--- config.mk ---
export PLATFORM = sky130hd
export DESIGN_NAME = fall_detect_threshold_fsm
export DESIGN_NICKNAME = d
export VERILOG_FILES = /design/src/rtl/core/fdt_pkg.sv /design/src/rtl/core/fall_detect_threshold_fsm.sv
export VERILOG_INCLUDE_DIRS = /design/src /design/src/rtl/core
export SDC_FILE = /design/constraint.sdc
export NUM_CORES = 1
export LEC_CHECK = 0
export BUFFER_PORTS_ARGS = -buffer_cell sky130_fd_sc_hd__buf_2
export CAP_MARGIN = 20
export CORE_UTILIZATION = 60
export CTS_CLUSTER_SIZE = 16
export DETAILED_ROUTE_END_ITERATION = 7
export PLACE_DENSITY = 0.81
export SLEW_MARGIN = 20
export SYNTH_ARGS = -nofsm -noshare
export SYNTH_HDL_FRONTEND = slang
export SYNTH_SLANG_ARGS = --single-unit
--- constraint.sdc ---
create_clock -name clk_i -period 5.3 [get_ports clk_i]
set_input_delay 1.06 -clock clk_i [delete_from_list [all_inputs] [get_ports clk_i]]
set_output_delay 1.06 -clock clk_i [all_outputs]
set_load 0.03 [all_outputs]
--- src/rtl/core/fall_detect_threshold_fsm_defines.svh ---
// ----------------------------------------------------------------------------
// Assertion macros for the fall detector
// Concurrent checks on clk_i, held off while rst_ni is low; empty in synthesis.
// ----------------------------------------------------------------------------
`ifndef FALL_DETECT_THRESHOLD_FSM_DEFINES_SVH
`define FALL_DETECT_THRESHOLD_FSM_DEFINES_SVH
`ifndef SYNTHESIS
// Check prop at every clock edge outside reset.
`define FDT_ASSERT(lbl, prop, msg) \
  lbl: assert property (@(posedge clk_i) disable iff (!rst_ni) (prop)) else $error(msg);
// Check an implication: ante at one edge, cons at the next.
`define FDT_ASSERT_NEXT(lbl, ante, cons, msg) \
  lbl: assert property (@(posedge clk_i) disable iff (!rst_ni) (ante) |=> (cons)) \
    else $error(msg);
`else
`define FDT_ASSERT(lbl, prop, msg)
`define FDT_ASSERT_NEXT(lbl, ante, cons, msg)
`endif
`endif

--- src/rtl/core/fdt_pkg.sv ---
// ----------------------------------------------------------------------------
// fdt_pkg
// Types, register indexes, widths and helpers for the fall detector.
// ----------------------------------------------------------------------------
`default_nettype none

package fdt_pkg;

  localparam int unsigned AXIS_W   = 16;
  localparam int unsigned SUM_W    = 17;
  localparam int unsigned CNT_W    = 32;
  localparam int unsigned WAIT_W   = 16;
  localparam int unsigned ALLOW_W  = 8;
  localparam int unsigned CFG_IDX_W = 2;
  localparam int unsigned CFG_DAT_W = 17;

  localparam int unsigned WINDOW_DEF = 3;

  // Register indexes on the configuration port
  localparam logic [CFG_IDX_W-1:0] REG_ACCEL_LIMIT    = 2'd0;
  localparam logic [CFG_IDX_W-1:0] REG_GYRO_LIMIT     = 2'd1;
  localparam logic [CFG_IDX_W-1:0] REG_WAIT_MS        = 2'd2;
  localparam logic [CFG_IDX_W-1:0] REG_STEP_ALLOWANCE = 2'd3;

  // Reset values: 2.5 g at 16384 LSB/g, 70 deg/s at 16.4 LSB/(deg/s)
  localparam logic [SUM_W-1:0]   ACCEL_LIMIT_RST    = 17'd40960;
  localparam logic [SUM_W-1:0]   GYRO_LIMIT_RST     = 17'd1148;
  localparam logic [WAIT_W-1:0]  WAIT_MS_RST        = 16'd2000;
  localparam logic [ALLOW_W-1:0] STEP_ALLOWANCE_RST = 8'd1;

  typedef enum logic {
    ST_WATCH   = 1'b0,
    ST_SUSPECT = 1'b1
  } fdt_state_e;

  // Magnitude of a signed axis; the most negative value maps to 32768.
  function automatic logic [AXIS_W-1:0] abs16(input logic signed [AXIS_W-1:0] v);
    logic [AXIS_W-1:0] neg;
    neg = AXIS_W'(-v);
    return v[AXIS_W-1] ? neg : AXIS_W'(v);
  endfunction

  // Sum of three axis magnitudes, never overflows 17 bits.
  function automatic logic [SUM_W-1:0] sum3(input logic signed [AXIS_W-1:0] a,
                                             input logic signed [AXIS_W-1:0] b,
                                             input logic signed [AXIS_W-1:0] c);
    return SUM_W'(abs16(a)) + SUM_W'(abs16(b)) + SUM_W'(abs16(c));
  endfunction

endpackage

`default_nettype wire

--- src/rtl/core/fall_detect_threshold_fsm.sv ---
// ----------------------------------------------------------------------------
// fall_detect_threshold_fsm
// Threshold-window fall detector followed by a timed step check.
// ----------------------------------------------------------------------------
// One sample is taken per clock cycle while in_ready_o is high, and each sample
// yields exactly one result beat: the accepting edge loads the gyro and accel
// magnitude sums into the input register; once the result register is free, a
// later edge runs the window compare and the watch/suspect state machine into
// the result register. A held result stalls the input once both registers are
// full. While watching,
// the newest WINDOW sum pairs are kept; when all reach both limits the block goes
// suspect and records the step count and timestamp. Once more than wait_ms has
// elapsed (mod 2^32) the step rise decides: at most step_allowance raises alarm,
// otherwise the block quietly returns to watching. Write the limits only while
// no sample is in flight.
`default_nettype none

`include "fall_detect_threshold_fsm_defines.svh"

module fall_detect_threshold_fsm #(
  parameter int unsigned WINDOW = fdt_pkg::WINDOW_DEF
) (
  input  wire logic                                 clk_i,
  input  wire logic                                 rst_ni,
  // configuration writes
  input  wire logic                                 cfg_valid_i,
  output logic                                      cfg_ready_o,
  input  wire logic [fdt_pkg::CFG_IDX_W-1:0]        cfg_index_i,
  input  wire logic [fdt_pkg::CFG_DAT_W-1:0]        cfg_data_i,
  // sample input
  input  wire logic                                 in_valid_i,
  output logic                                      in_ready_o,
  input  wire logic signed [fdt_pkg::AXIS_W-1:0]    gyro_x_i,
  input  wire logic signed [fdt_pkg::AXIS_W-1:0]    gyro_y_i,
  input  wire logic signed [fdt_pkg::AXIS_W-1:0]    gyro_z_i,
  input  wire logic signed [fdt_pkg::AXIS_W-1:0]    acc_x_i,
  input  wire logic signed [fdt_pkg::AXIS_W-1:0]    acc_y_i,
  input  wire logic signed [fdt_pkg::AXIS_W-1:0]    acc_z_i,
  input  wire logic [fdt_pkg::CNT_W-1:0]            step_count_i,
  input  wire logic [fdt_pkg::CNT_W-1:0]            now_ms_i,
  // result output
  output logic                                      out_valid_o,
  input  wire logic                                 out_ready_i,
  output logic                                      alarm_o,
  output logic                                      suspect_o
);

  // --------------------------------------------------------------------------
  // Configuration registers
  // --------------------------------------------------------------------------
  logic [fdt_pkg::SUM_W-1:0]   accel_limit_q;
  logic [fdt_pkg::SUM_W-1:0]   gyro_limit_q;
  logic [fdt_pkg::WAIT_W-1:0]  wait_ms_q;
  logic [fdt_pkg::ALLOW_W-1:0] step_allow_q;

  assign cfg_ready_o = 1'b1;

  always_ff @(posedge clk_i or negedge rst_ni) begin
    if (!rst_ni) begin
      accel_limit_q <= fdt_pkg::ACCEL_LIMIT_RST;
      gyro_limit_q  <= fdt_pkg::GYRO_LIMIT_RST;
      wait_ms_q     <= fdt_pkg::WAIT_MS_RST;
      step_allow_q  <= fdt_pkg::STEP_ALLOWANCE_RST;
    end else if (cfg_valid_i && cfg_ready_o) begin
      case (cfg_index_i)
        fdt_pkg::REG_ACCEL_LIMIT:    accel_limit_q <= cfg_data_i;
        fdt_pkg::REG_GYRO_LIMIT:     gyro_limit_q  <= cfg_data_i;
        fdt_pkg::REG_WAIT_MS:        wait_ms_q     <= cfg_data_i[fdt_pkg::WAIT_W-1:0];
        fdt_pkg::REG_STEP_ALLOWANCE: step_allow_q  <= cfg_data_i[fdt_pkg::ALLOW_W-1:0];
        default: ;
      endcase
    end
  end

  // --------------------------------------------------------------------------
  // Input register: magnitude sums and the counters
  // --------------------------------------------------------------------------
  logic                        s1_valid_q;
  logic [fdt_pkg::SUM_W-1:0]   gsum_q;
  logic [fdt_pkg::SUM_W-1:0]   asum_q;
  logic [fdt_pkg::CNT_W-1:0]   steps_q;
  logic [fdt_pkg::CNT_W-1:0]   now_q;
  logic                        s1_adv;
  logic                        out_valid_q;
  logic                        alarm_q;
  logic                        suspect_q;

  // Advance when the result slot is empty or its beat leaves this cycle
  assign s1_adv     = s1_valid_q && (!out_valid_q || out_ready_i);
  assign in_ready_o = !s1_valid_q || s1_adv;

  always_ff @(posedge clk_i or negedge rst_ni) begin
    if (!rst_ni) begin
      s1_valid_q <= 1'b0;
    end else if (in_ready_o) begin
      s1_valid_q <= in_valid_i;
    end
  end

  always_ff @(posedge clk_i) begin
    if (in_valid_i && in_ready_o) begin
      gsum_q  <= fdt_pkg::sum3(gyro_x_i, gyro_y_i, gyro_z_i);
      asum_q  <= fdt_pkg::sum3(acc_x_i, acc_y_i, acc_z_i);
      steps_q <= step_count_i;
      now_q   <= now_ms_i;
    end
  end

  // --------------------------------------------------------------------------
  // Window, decision logic and state
  // --------------------------------------------------------------------------
  logic [fdt_pkg::SUM_W-1:0] gwin_q [WINDOW];
  logic [fdt_pkg::SUM_W-1:0] awin_q [WINDOW];
  logic [fdt_pkg::SUM_W-1:0] gwin_d [WINDOW];
  logic [fdt_pkg::SUM_W-1:0] awin_d [WINDOW];
  logic                      all_hit;
  logic [fdt_pkg::CNT_W-1:0] saved_steps_q;
  logic [fdt_pkg::CNT_W-1:0] saved_time_q;
  logic [fdt_pkg::CNT_W-1:0] elapsed;
  logic [fdt_pkg::CNT_W-1:0] step_rise;
  logic                      timeout;
  logic                      step_ok;

  fdt_pkg::fdt_state_e state_q, state_d;
  logic alarm_d;
  logic win_upd;
  logic save_ctr;

  always_comb begin
    for (int i = WINDOW - 1; i > 0; i--) begin
      gwin_d[i] = gwin_q[i-1];
      awin_d[i] = awin_q[i-1];
    end
    gwin_d[0] = gsum_q;
    awin_d[0] = asum_q;
    all_hit = 1'b1;
    for (int i = 0; i < WINDOW; i++) begin
      if (awin_d[i] < accel_limit_q || gwin_d[i] < gyro_limit_q) begin
        all_hit = 1'b0;
      end
    end
  end

  assign elapsed   = now_q - saved_time_q;
  assign step_rise = steps_q - saved_steps_q;
  assign timeout   = elapsed > fdt_pkg::CNT_W'(wait_ms_q);
  assign step_ok   = step_rise <= fdt_pkg::CNT_W'(step_allow_q);

  // next state
  always_comb begin
    state_d = state_q;
    case (state_q)
      fdt_pkg::ST_WATCH: begin
        if (all_hit) begin
          state_d = fdt_pkg::ST_SUSPECT;
        end
      end
      fdt_pkg::ST_SUSPECT: begin
        if (timeout) begin
          state_d = fdt_pkg::ST_WATCH;
        end
      end
      default: state_d = fdt_pkg::ST_WATCH;
    endcase
  end

  // state outputs
  always_comb begin
    alarm_d  = 1'b0;
    win_upd  = 1'b0;
    save_ctr = 1'b0;
    case (state_q)
      fdt_pkg::ST_WATCH: begin
        win_upd  = 1'b1;
        save_ctr = all_hit;
      end
      fdt_pkg::ST_SUSPECT: begin
        alarm_d = timeout && step_ok;
      end
      default: ;
    endcase
  end

  always_ff @(posedge clk_i or negedge rst_ni) begin
    if (!rst_ni) begin
      state_q       <= fdt_pkg::ST_WATCH;
      saved_steps_q <= '0;
      saved_time_q  <= '0;
      for (int i = 0; i < WINDOW; i++) begin
        gwin_q[i] <= '0;
        awin_q[i] <= '0;
      end
    end else if (s1_adv) begin
      state_q <= state_d;
      if (win_upd) begin
        gwin_q <= gwin_d;
        awin_q <= awin_d;
      end
      if (save_ctr) begin
        saved_steps_q <= steps_q;
        saved_time_q  <= now_q;
      end
    end
  end

  // --------------------------------------------------------------------------
  // Result register
  // --------------------------------------------------------------------------
  always_ff @(posedge clk_i or negedge rst_ni) begin
    if (!rst_ni) begin
      out_valid_q <= 1'b0;
    end else if (s1_adv) begin
      out_valid_q <= 1'b1;
    end else if (out_ready_i) begin
      out_valid_q <= 1'b0;
    end
  end

  always_ff @(posedge clk_i) begin
    if (s1_adv) begin
      alarm_q   <= alarm_d;
      suspect_q <= (state_d == fdt_pkg::ST_SUSPECT);
    end
  end

  assign out_valid_o = out_valid_q;
  assign alarm_o     = alarm_q;
  assign suspect_o   = suspect_q;

  // --------------------------------------------------------------------------
  // Assertions
  // --------------------------------------------------------------------------
  `FDT_ASSERT(a_alarm_leaves_suspect, !(out_valid_q && alarm_q && suspect_q),
              "alarm beat still flagged suspect")
  `FDT_ASSERT_NEXT(a_no_alarm_from_watch, s1_adv && (state_q == fdt_pkg::ST_WATCH),
                   !alarm_q, "alarm raised from watching state")
  `FDT_ASSERT(a_suspect_tracks_state,
              !out_valid_q || (suspect_q == (state_q == fdt_pkg::ST_SUSPECT)),
              "suspect flag out of step with state")

endmodule

`default_nettype wire

* Yosys cells after proc, flatten, opt, wreduce, memory -nomap -nowiden
Index checks and enable logic that the tools add are counted.
W data, S select, Z words.
** Storage, ports and cells
- Bits in registers :: 293
- Latch bits :: 0
- RAM bits :: 0
- Memory bits (read-only) :: 0
- Input bits :: 184
- Output and inout bits :: 5
- Word-level logic and storage cells :: 76
- Memories kept :: 0
** Operators by class
- Add/subtract/negate cells :: 12
- Multipliers :: 0
- Div/mod/pow operators :: 0
- Magnitude comparators :: 8
- Eq/ne operators :: 3
- Shift operators :: 0
- Multiplexer cells :: 15
- Bitwise operators :: 1
- Reduce and logical (&&, ||, !) cells :: 18
** Operator list (count)
- $lt A17 B17 Y1 :: 6
- $mux W16 :: 6
- $neg A16 Y16 :: 6
- $sub A32 B32 Y32 :: 2
- $add A16 B16 Y17 :: 2
- $add A17 B16 Y17 :: 2
- $gt A32 B16 Y1 :: 1
- $le A32 B8 Y1 :: 1
- $reduce_and A2 Y1 :: 6
- $mux W1 :: 8
- $logic_or A1 B1 Y1 :: 5
- $eq A2 B2 Y1 const B :: 2
- $logic_and A1 B1 Y1 :: 3
- $eq A2 B1 Y1 const B :: 1
- $logic_not A1 Y1 :: 2
- $logic_not A2 Y1 :: 1
- $pmux W1 S2 :: 1
- $reduce_bool A2 Y1 :: 1
- $not A1 Y1 :: 1

* Longest topological paths before layout
Gate-level depths: netlist (run 1).
- Depth in word-level cells :: 7
- Mapped depth :: 21
- Gate-level depth less buffers :: 21

* Worst setup path after synthesis (run 1)
Ideal clock, no wire load.
- Path type :: input to register
- Start point :: input port acc_y_i[5] (netlist name)
- End point :: register asum_q[16] (netlist name) (data pin)
- Library setup time :: 0.195 ns
- Arrival :: 4.605 ns
- Data required time :: 5.105 ns
- Slack :: 0.501 ns
- Stages on the path :: 15
- Buffers on the path :: 0
- Cells stage by stage :: or4_1 -> or4_1 -> or2_2 -> o21ai_0 -> xor2_1 -> fa_1 -> inv_1 -> ha_1 -> or2_2 -> o31a_1 -> inv_1 -> a311oi_1 -> o21a_1 -> o21a_1 -> o311ai_0
** On the way
- Word-level cells in the longest chain between the ends :: 4
** Ends and longest elaborated chain
- start, declared :: line fall_detect_threshold_fsm.sv:37 : input wire logic signed [fdt_pkg::AXIS_W-1:0] acc_y_i,
- $neg A16 Y16 :: line fdt_pkg.sv:39 : neg = AXIS_W'(-v);
- $mux W16 (*) :: line fdt_pkg.sv:40 : return v[AXIS_W-1] ? neg : AXIS_W'(v);
- $add A16 B16 Y17 (*) :: line fdt_pkg.sv:47 : return SUM_W'(abs16(a)) + SUM_W'(abs16(b)) + SUM_W'(abs16(c));
- $add A17 B16 Y17 (*) :: line fdt_pkg.sv:47
- end signal, assigned :: line fall_detect_threshold_fsm.sv:103 : asum_q <= fdt_pkg::sum3(acc_x_i, acc_y_i, acc_z_i);
- end, declared :: line fall_detect_threshold_fsm.sv:80 : logic [fdt_pkg::SUM_W-1:0] asum_q;
Mark *: on every way between the ends. The rest lies on a longest branch, timed or not.
A chain may end at the register's enable or synchronous reset.

* Worst setup path in the final report (run 1)
- Start point :: register now_q[0] (netlist name)
- End point :: register alarm_q (netlist: alarm_o) (data pin)
** On the way
- Word-level cells in the longest chain between the ends :: 3
** Ends and longest elaborated chain
- start, declared :: line fall_detect_threshold_fsm.sv:82 : logic [fdt_pkg::CNT_W-1:0] now_q;
- start signal, assigned :: line fall_detect_threshold_fsm.sv:105 : now_q <= now_ms_i;
- $sub A32 B32 Y32 :: line fall_detect_threshold_fsm.sv:144 : assign elapsed = now_q - saved_time_q;
- $gt A32 B16 Y1 :: line fall_detect_threshold_fsm.sv:146 : assign timeout = elapsed > fdt_pkg::CNT_W'(wait_ms_q);
- $logic_and A1 B1 Y1 :: line fall_detect_threshold_fsm.sv:178 : alarm_d = timeout && step_ok;
- end signal, assigned :: line fall_detect_threshold_fsm.sv:221 : alarm_q <= alarm_d;
- end, declared :: line fall_detect_threshold_fsm.sv:85 : logic alarm_q;
No other way between the ends.

==> metrics.md, run 1 <==
| Metric | Value |
|---|---|
| Status | `finished clean` |
| Clock tree sinks | `around 290` |
| Post-layout util | `between 60% and 70%` |
| Post-synth net total | `between 2000 and 2500` |
| Hold Path Class | `flop to flop` |
| Seq/Total Area, Yosys | `38.9%` |
| GR peak layer | `met2` |
| Placed cell area | `about 22000 um^2` |
| Largest net degree at the start of global routing | `115` |
| Hold Buf Count CTS | `0` |
| Post-DP HPWL | `34.3 mm` |
| Worst-path clk slew | `0.06 ns` |
| Number of setup buffers added after CTS | `0` |
| CP max stage delay | `about 0.4 ns` |
| Initial core utilization | `around 62%` |
| CP Buf/Inv Count | `1` |
| Die width | `approximately 190 um` |
| Setup TNS | `0 ns` |
| LEAKAGE | `just over 10 nW` |
| Setup ws final | `around 0.48 ns` |
| RSZ-0062 raised after global routing | `no` |
| Max-slew headroom | `29.4%` |
| Total global-route track usage | `27.9%` |
| # IOs | `around 190` |
| Crit path required time | `between 5 and 6 ns` |
| Yosys warns | `0` |
| Via Count | `between 15000 and 20000` |
| Core box area | `roughly 33000 um^2` |
| Vias/cell | `around 6` |
| # rows | `66` |
| CTS tree | `built` |
| DRT Pass-1 Iters | `7` |
| Gr ovfl total | `0` |
| Synth-to-Final Area Change | `12.3%` |
| Worst vdd ir | `0.000293 V` |
| Register bit count reported by yosys | `293` |
| Met1 usage | `between 30% and 40%` |
| Syn Inst Count | `1996` |
| DRC viols | `0` |
| Mean Syn Cell Area | `10.1 um^2` |
| Global-route track usage on met2 | `roughly 49%` |
| Crit path max-delay family | `simple AND/OR/NAND/NOR gates` |
| Slowest cell on the critical path | `fa_1` |
| Wire per inst | `~18 um` |
| Number of global-route vias before repair | `between 15000 and 20000` |
| CTS buffer count | `34` |
| Setup violators final | `0` |
| Max-slew violation count | `0` |
| Post-CTS sizing | `0` |
| First-pass GRT wire length | `~77 mm` |
| Post-route cell area | `approximately 23000 um^2` |
| Layout cell share with drive strength beyond 1 | `17.5%` |
| Initial antenna violation count | `2` |
| Startpoint types | `flop` |
| Hold Worst Slack | `0.501 ns` |
| Setup CP Type | `flop to flop` |
| Final min period | `approximately 4.8 ns` |
| Critical path cell sequence | `inv_1 > ha_1 > fa_1 > nand2b_1 > a21oi_1 > nor2_1 > o31ai_1 > a21o_1 > xor2_1 > ha_1 > a21oi_1 > a21boi_0 > or3_1 > o21ai_0 > nand4_1 > a2111oi_0 > nand4_1 > nor4_2 > nand4b_1 > nor4_2` |
| Pin slew with the least headroom to its limit | `1.06 ns` |
| Detailed-route wire length | `around 46 mm` |
| Power per cell area | `about 450 nW/um^2` |
| Part of the cycle the worst path needs | `approximately 91%` |
| Worst path arrival time | `just over 5 ns` |
| PortBufs | `187` |
| Post-synthesis cell type count | `73` |
| Main synth FF type | `dfrtp_1` |
| H-tree Lvls | `2` |
| Skew final | `~0.025 ns` |
| Critical-path maximum fanout | `3` |
| Synthesized area | `~20000 um^2` |
| Async set-reset flop share out of synthesis | `65.9%` |
| Worst setup EP type | `flop` |
| Clk buf depth | `3` |
| Number of synthesized flops with an enable pin | `100` |
| Remaining antenna violation count | `0` |
| Met3 Use GR | `3.74%` |
| Initial DRC count | `945` |
| CTS root buffer | `clkbuf_16` |
| Pre-CTS setup slack | `0.0840 ns` |
| Hold Vio Cnt, Final | `0` |
| Clock latency on the worst-skew pair | `0.52 ns` |
| Max-cap violations | `0` |
| Routability cong. | `about 0.90` |
| Net count, final | `~2600` |
| Fmax | `around 0.21 GHz` |
| Die Ht | `~190 um` |
| Die area | `roughly 34000 um^2` |
## metrics by stage
stage / instances / total power, mW
6_report: 2644 / 10.1
5_1_grt: 2643 / 10.9
4_1_cts: 2643 / 10.2
3_5_place_dp: 2583 / 7.76
3_3_place_gp: 2583 / 7.52
2_1_floorplan: 1996 / 6.63
## cells in the final DEF, fill, tap and decap left out, types with 11 or more instances in the layout
cell type and n:
ha_1 218, inv_1 205, buf_2 186, dfrtp_1 178, o21ai_0 169, mux2_2 110
nand2_1 105, a21oi_1 104, edfxtp_1 100, nand3_1 82, nor2_1 75, xnor2_1 74
xor2_1 63, nand2b_1 44, a21o_1 39, fa_1 36, clkbuf_16 35, o31ai_1 27
nand4_1 26, nor3_1 22, or3_1 21, or4_1 17, a211oi_1 16, o211ai_1 15
dfstp_2 15, a21boi_0 13, nor2b_1 13, o21a_1 12, a31oi_1 12, o41ai_1 11
clkbuf_1 11
## cell usage after synthesis (all sizes together) (5+ instances only)
| library cell | n | area share [%] |
|---|---|---|
| a31oi | 12 | 0.37 |
| nand3b | 7 | 0.26 |
| inv | 206 | 3.8 |
| a21boi | 13 | 0.48 |
| or2 | 7 | 0.22 |
| nand4 | 26 | 0.81 |
| xnor2 | 74 | 3.2 |
| fa | 36 | 3.6 |
| nor4 | 8 | 0.34 |
| nor2b | 13 | 0.40 |
| dfstp | 15 | 2.0 |
| nor2 | 76 | 1.4 |
| ha | 218 | 14 |
| mux2 | 114 | 6.4 |
| xor2 | 63 | 2.7 |
| nand2b | 44 | 1.4 |
| dfrtp | 178 | 22 |
| buf | 7 | 0.24 |
| edfxtp | 100 | 15 |
| o31a | 5 | 0.22 |
| o21ai | 174 | 4.3 |
| o31ai | 27 | 1.0 |
| and3 | 6 | 0.19 |
| o41ai | 11 | 0.48 |
| and2 | 5 | 0.16 |
| o22ai | 5 | 0.19 |
| nor3 | 22 | 0.55 |
| nand2 | 105 | 2.0 |
| a211oi | 16 | 0.60 |
| a21oi | 104 | 2.6 |
| a211o | 5 | 0.22 |
| a21o | 39 | 1.5 |
| mux2i | 6 | 0.30 |
| or4 | 17 | 0.63 |
| clkbuf | 44 | 0.82 |
| o21a | 12 | 0.45 |
| o211ai | 15 | 0.56 |
| a2111oi | 8 | 0.35 |
| or3 | 21 | 0.65 |
| nand3 | 82 | 2.0 |
## power breakdown
group          internal (mW)  switching, mW
combinational           1.97           2.45
clock                   1.38          0.921
sequential              3.06          0.348
total                   6.40           3.72
## area by class of cell
cell class / instances / area [um^2]
clock buffers: 47 / 931
diodes: 1 / 2.50
flip-flops and latches: 293 / 7850
well taps: 442 / 553
inverters: 206 / 773
multi-input cells: 1446 / 11400
repair buffers: 196 / 1020
fillers: 2510 / 10100
clock inverters: 13 / 148
## cells by family after synthesis
family / Yosys count / synth area share (%)
multiplexers: 120 / 6.66
AO/OA/AOI/OAI: 484 / 15.0
AND/OR/NAND/NOR: 450 / 11.4
flip-flops: 293 / 38.9
other: 1 / 0.0186
buffers and inverters: 257 / 4.89
XOR/XNOR: 137 / 5.95
adder cells (fa/ha/maj): 254 / 17.1
## routing by layer
metal  part of all wire [%]  vias to the layer above
met1                     43                     7486
met3                    4.6                      114
met2                     49                      424
met4                    3.1                        2
li1                       -                     7550
met5                  0.017                        -
## state kept, by name, summed over array words and instances, names as in the netlist, 8 cells and up
signal	count
accel_limit_q	17
asum_q	17
awin_d	34
gsum_q	17
gwin_d	34
gyro_limit_q	17
now_q	32
saved_steps_q	32
saved_time_q	32
step_allow_q	8
steps_q	32
wait_ms_q	16
## final timing paths
| check | start | end | slack, ns | depth (start not counted) |
|---|---|---|---|---|
| max in group asynchronous | rst_ni | awin_d[32] | 3.65 | 2 |
| min | asum_q[3] | awin_d[20] | 0.50 | 1 |
| max reg2reg | now_q[0] | alarm_o | 0.48 | 20 |
| min reg2reg | asum_q[3] | awin_d[20] | 0.50 | 1 |
| max | now_q[0] | alarm_o | 0.48 | 20 |
| min in group asynchronous | rst_ni | saved_steps_q[17] | 0.55 | 1 |
(Power assumes the default switching activity.)
==> inputs of run 2 (changes only) <==
- CORE_UTILIZATION: 60 -> 45
- PLACE_DENSITY: 0.81 -> 0.63
- clock period: 5.3 -> 4.9 ns (I/O delays scaled with it)
==> run 2 against run 1 <==
Die area rose by 33%. Final cell count is 6.8% higher. Core utilization down 17 points. Via count fell by 0.76%. Non-clock buffer count up 25.
==> metrics.md, run 2 (same netlist as run 1, synthesis figures left out) <==
| Metric | Value |
|---|---|
| Status | `finished clean` |
| Detailed-route wire length | `about 46 mm` |
| Worst hold start | `steps_q[0]` |
| Via Count | `between 15000 and 20000` |
| LEAKAGE | `around 11 nW` |
| Post-DP HPWL | `~35 mm` |
| Final Non-Filler Cells | `roughly 2800` |
| Setup violators final | `0` |
| Net count, final | `about 2600` |
| Pin slew with the least headroom to its limit | `a little under 1 ns` |
| DRC viols | `0` |
| Worst path arrival time | `about 4.9 ns` |
| DRT Pass-1 Iters | `5` |
| Hold Path Class | `flop to flop` |
| Layout cell share with drive strength beyond 1 | `roughly a fifth` |
| CTS buffer count | `35` |
| Sequential cell area | `7850 um^2` |
| Max-slew headroom | `a little over a third` |
| Startpoint types | `flop` |
| FF-to-FF Start | `now_q[5]` |
| Worst vdd ir | `between 0.0002 and 0.00025 V` |
| Leading cell type in the layout, fill and taps excluded | `ha_1` |
| Synth-to-Final Area Change | `14.6%` |
| Initial core utilization | `45.6%` |
| Fmax | `around 0.22 GHz` |
| Post-layout util | `between 50% and 60%` |
| # IOs | `roughly 190` |
| Clk buf depth | `3` |
| Switching Share | `36.3%` |
| Skew final | `0.0292 ns` |
| # rows | `between 70 and 80` |
| Tot Pwr | `10.9 mW` |
| Setup CP Type | `flop to flop` |
| Wire per inst | `16.4 um` |
| Final min period | `4.64 ns` |
| Clock tree sinks | `about 290` |
| Routability cong. | `between 0.8 and 0.9` |
| Remaining antenna violation count | `0` |
| Crit path required time | `slightly above 5 ns` |
| Initial antenna violation count | `2` |
| Gr ovfl total | `0` |
| Core box area | `roughly 44000 um^2` |
| Die area | `around 46000 um^2` |
| Area taken by multi-input logic gates | `roughly 11000 um^2` |
| First-pass GRT wire length | `76.7 mm` |
| Dpl cells | `between 2000 and 3000` |
| Crit. Startpoint | `now_q[5]` |
| Fillers | `just over 4000` |
| Initial DRC count | `862` |
| Die width | `roughly 210 um` |
| Worst-path clk slew | `~0.060 ns` |
| Total global-route track usage | `between 20% and 30%` |
| Commonest non-fill, non-tap cells in the layout | `ha_1 (218), inv_1 (205), buf_2 (186), dfrtp_1 (178), o21ai_0 (168)` |
| H-tree Lvls | `2` |
| Vias/cell | `~5.5` |
| Hold Worst Slack | `around 0.5 ns` |
| PortBufs | `187` |
| Worst setup EP type | `flop` |
| Die Ht | `214 um` |
| Clock latency on the worst-skew pair | `approximately 0.54 ns` |
| CTS tree | `built` |
| CTS root buffer | `clkbuf_16` |
| Seq pwr share | `33.5%` |
| Critical-path maximum fanout | `3` |
| Number of global-route vias before repair | `approximately 16000` |
| P_sw | `3.98 mW` |
| Max-cap violations | `0` |
| Hold Vio Cnt, Final | `0` |
| Clock power frac | `between 20% and 30%` |
| Comb pwr share | `43.3%` |
| Internal | `roughly 7 mW` |
| Largest net degree at the start of global routing | `approximately 110` |
| Part of the cycle the worst path needs | `around 95%` |
| Max-slew violation count | `0` |
| Power per cell area | `about 470 nW/um^2` |
==> run 2: stage by stage <==
stage / cell area, um^2 / setup TNS (ns) / setup WS [ns]
after floorplan: 20200 / 0 / 0.181
after global placement: 21900 / -0.108 / -0.108
after detailed placement: 21900 / -0.215 / -0.172
after CTS: 23100 / 0 / 0.0571
after global routing: 23100 / -0.00292 / -0.00292
final: 23100 / 0 / 0.264
==> run 2: layer usage <==
metal | share of wire (%) | vias up | global-route usage (%)
li1 | - | 7609 | -
met1 | 46 | 7513 | 26.7
met2 | 48 | 265 | 36.0
met3 | 3.8 | 70 | 2.94
met4 | 2.0 | 0 | 6.03
met5 | 0 | - | 0
==> run 2: path summary, 6_finish.rpt <==
check | endpoint | slack, ns | cells after the start
setup / recovery | alarm_o | 0.26 | 19
hold / removal | saved_steps_q[0] | 0.50 | 1
setup reg to reg | alarm_o | 0.26 | 19
hold reg to reg | saved_steps_q[0] | 0.50 | 1
max in group asynchronous | gyro_limit_q[2] | 3.38 | 2
min in group asynchronous | saved_steps_q[16] | 0.53 | 1
==> run 2: power groups by stage <==
stage | clock [mW] | sequential [mW] | combinational (mW)
final | 2.53 | 3.67 | 4.74
after global placement | 0 | 3.69 | 4.56
after CTS | 2.61 | 3.68 | 4.74
after floorplan | 0 | 3.58 | 3.59
after global routing | 2.70 | 3.75 | 5.43
after detailed placement | 0 | 3.72 | 4.69
==> run 2: cell type report <==
class | count | share of cell area (%)
Sequential cell | 293 | 34.0
Timing Repair Buffer | 221 | 5.30
Inverter | 206 | 3.35
Clock inverter | 12 | 0.422
Antenna cell | 2 | 0.0217
Clock buffer | 52 | 4.41
Tap cell | 592 | 3.21
Multi-Input combinational cell | 1446 | 49.3
==> run 2: timing repair <==
item,CTS,global route
hold endpoints to repair,0,0
pin swaps,1,5
resized for setup,0,9
gates cloned,0,0
hold buffers,0,0
buffers inserted,0,1
setup endpoints to repair,1,3
==> run 2: critical path, cell delays in order (launching register included) <==
cell and delay (ns):
edfxtp_1 0.39, ha_1 0.33, a21o_1 0.18, or3_1 0.35, nor2_2 0.17, nor2_1 0.09
a41o_1 0.25, a21o_1 0.18, xor2_1 0.15, ha_1 0.28, nand4_1 0.12, or4_1 0.51
o21ai_2 0.08, nand4_1 0.11, a2111oi_2 0.34, nand4_1 0.20, nor4_4 0.32, buf_4 0.17
nand4b_1 0.12, nor4_2 0.04
==> inputs of run 3 (changes only) <==
- clock period: 4.9 -> 4.69 ns (I/O delays scaled with it)
==> run 3 against run 2 <==
Critical endpoint unchanged. Non-clock buffer count rose by 36. Clock skew is 0.0022 ns lower. Fmax increased by 1.3%. Via count up 0.94%. Combinational power up 8.0%. Critical path type unchanged. Final cell count grew 1.3%. Routed wire length rose by 0.97%.
==> metrics.md, run 3 (same netlist as run 1, synthesis figures left out) <==
| Metric | Value |
|---|---|
| Status | `finished clean` |
| Max-cap violations | `0` |
| Die area | `45700 um^2` |
| Post-route cell area | `approximately 23000 um^2` |
| Setup TNS | `0 ns` |
| Wire per inst | `around 16 um` |
| Clock latency on the worst-skew pair | `0.55 ns` |
| Clk buf depth | `3` |
| Worst setup EP type | `flop` |
| Final min period | `roughly 4.6 ns` |
| Total global-route track usage | `about a fifth` |
| Met3 WL | `~1.8 mm` |
| Routability cong. | `around 0.89` |
| H-tree Lvls | `2` |
| Commonest non-fill, non-tap cells in the layout | `ha_1 (215), inv_1 (204), buf_2 (186), dfrtp_1 (178), o21ai_0 (166)` |
| Highest Signal Layer | `met5` |
| Placed cell area | `between 20000 and 25000 um^2` |
| Core box area | `about 44000 um^2` |
| Power per cell area | `~500 nW/um^2` |
| Remaining antenna violation count | `0` |
| Post-layout util | `between 50% and 60%` |
| Worst path arrival time | `4.87 ns` |
| Hold Buf Count CTS | `0` |
| Fmax | `~0.22 GHz` |
| Initial core utilization | `45.6%` |
| Initial DRC count | `around 670` |
| Critical path cell sequence | `ha_1 > o21ai_0 > and2_1 > or2_2 > o31ai_1 > a21o_1 > xor2_1 > ha_1 > nand4_1 > a2111oi_1 > or3_1 > o21ai_2 > nand4_1 > a2111oi_2 > nand4_1 > nor4_4 > buf_4 > nand4b_1 > nor4_2` |
| CP Buf/Inv Count | `1` |
| Part of the cycle the worst path needs | `slightly below 100%` |
| Die Ht | `~210 um` |
| Vias/cell | `~5.5` |
| Layout cell share with drive strength beyond 1 | `around a fifth` |
| Crit path required time | `roughly 5.0 ns` |
| Max-slew headroom | `a little over a third` |
| P_sw | `4.23 mW` |
| Setup ws final | `around 0.11 ns` |
| Hold Path Class | `primary input to asynchronous set/reset pin` |
| WL met2 | `roughly 22 mm` |
| # rows | `77` |
| Internal | `between 7 and 8 mW` |
| Hold Vio Cnt, Final | `0` |
| CTS root buffer | `clkbuf_16` |
| Number of global-route vias before repair | `15900` |
| Skew final | `approximately 0.027 ns` |
| CTS tree | `built` |
| DRC viols | `0` |
| Via Count | `between 15000 and 20000` |
| Post-DP HPWL | `35.8 mm` |
| LEAKAGE | `approximately 11 nW` |
| Slowest cell on the critical path | `edfxtp_1` |
| Critical-path maximum fanout | `3` |
| Setup CP Type | `flop to flop` |
| Detailed-route wire length | `46.7 mm` |
| Setup violators final | `0` |
| Clock tree sinks | `approximately 300` |
| Leading cell type in the layout, fill and taps excluded | `ha_1` |
| Wl on met1 | `roughly 21 mm` |
| Worst vdd ir | `roughly 0.00032 V` |
| Net count, final | `about 2700` |
| Max-slew violation count | `0` |
| RSZ-0062 raised after global routing | `yes` |
| # IOs | `approximately 190` |
| Comb pwr share | `about 44%` |
| Crit path max-delay family | `simple AND/OR/NAND/NOR gates` |
| First-pass GRT wire length | `roughly 80 mm` |
| DRT Pass-1 Iters | `5` |
| Hold Worst Slack | `roughly 0.4 ns` |
| CTS buffer count | `36` |
| Switching Share | `approximately 36%` |
| Seq pwr share | `roughly a third` |
| PortBufs | `between 150 and 200` |
| CP max stage delay | `approximately 0.40 ns` |
| Pre-CTS setup slack | `-0.331 ns` |
| Startpoint types | `flop` |
| Worst-path clk slew | `about 0.060 ns` |
| Synth-to-Final Area Change | `16.3%` |
| Die width | `around 210 um` |
| Clock power frac | `a little under a quarter` |
| Pin slew with the least headroom to its limit | `0.953 ns` |
| Initial antenna violation count | `1` |
| CP dominant cell by count | `nand4_1` |
| Gr ovfl total | `0` |
| Number of setup buffers added after CTS | `0` |
| Largest net degree at the start of global routing | `80` |
[run 3: repair_timing]
action,in CTS,in global routing
gates resized for setup,4,19
setup endpoints to repair,3,4
pin swaps,2,15
[run 3: routing by layer]
layer	up-vias	global-route usage, %
met5	-	0
met4	2	6.03
met3	83	3.12
met2	278	36.2
met1	7560	27.2
li1	7680	-
[run 3: layout make-up]
| class | count | area [um^2] |
|---|---|---|
| repair buffers | 257 | 1480 |
| clock inverters | 14 | 114 |
| clock buffers | 52 | 1040 |
| diodes | 1 | 2.50 |
| multi-input cells | 1446 | 11400 |
| inverters | 206 | 773 |
| fillers | 3981 | 20800 |
| flip-flops and latches | 293 | 7850 |
| well taps | 592 | 741 |
[run 3: power groups by stage]
stage,logic [mW],registers [mW],clock network (mW)
after floorplan,3.75,3.74,0
after global routing,5.83,3.93,2.89
final,5.12,3.84,2.71
after global placement,4.89,3.85,0
after detailed placement,5.03,3.88,0
after CTS,5.10,3.84,2.80
[run 3: worst paths after layout]
kind,start,slack [ns],depth (start not counted),endpoint
worst max-delay path,now_q[6],0.11,19,alarm_o
worst min-delay path,rst_ni,0.41,1,saved_steps_q[17]
worst max register to register,now_q[6],0.11,19,alarm_o
worst min register to register,s1_valid_q,0.50,1,out_valid_o
max in group asynchronous,rst_ni,3.22,2,gyro_limit_q[10]
min in group clk_i,s1_valid_q,0.50,1,out_valid_o
[run 3: metrics by stage]
step	instances	total power, mW
CTS	2860	11.7
global route	2860	12.7
global placement	2794	8.74
detailed placement	2794	8.91
floorplan	1996	7.49
finish	2861	11.7
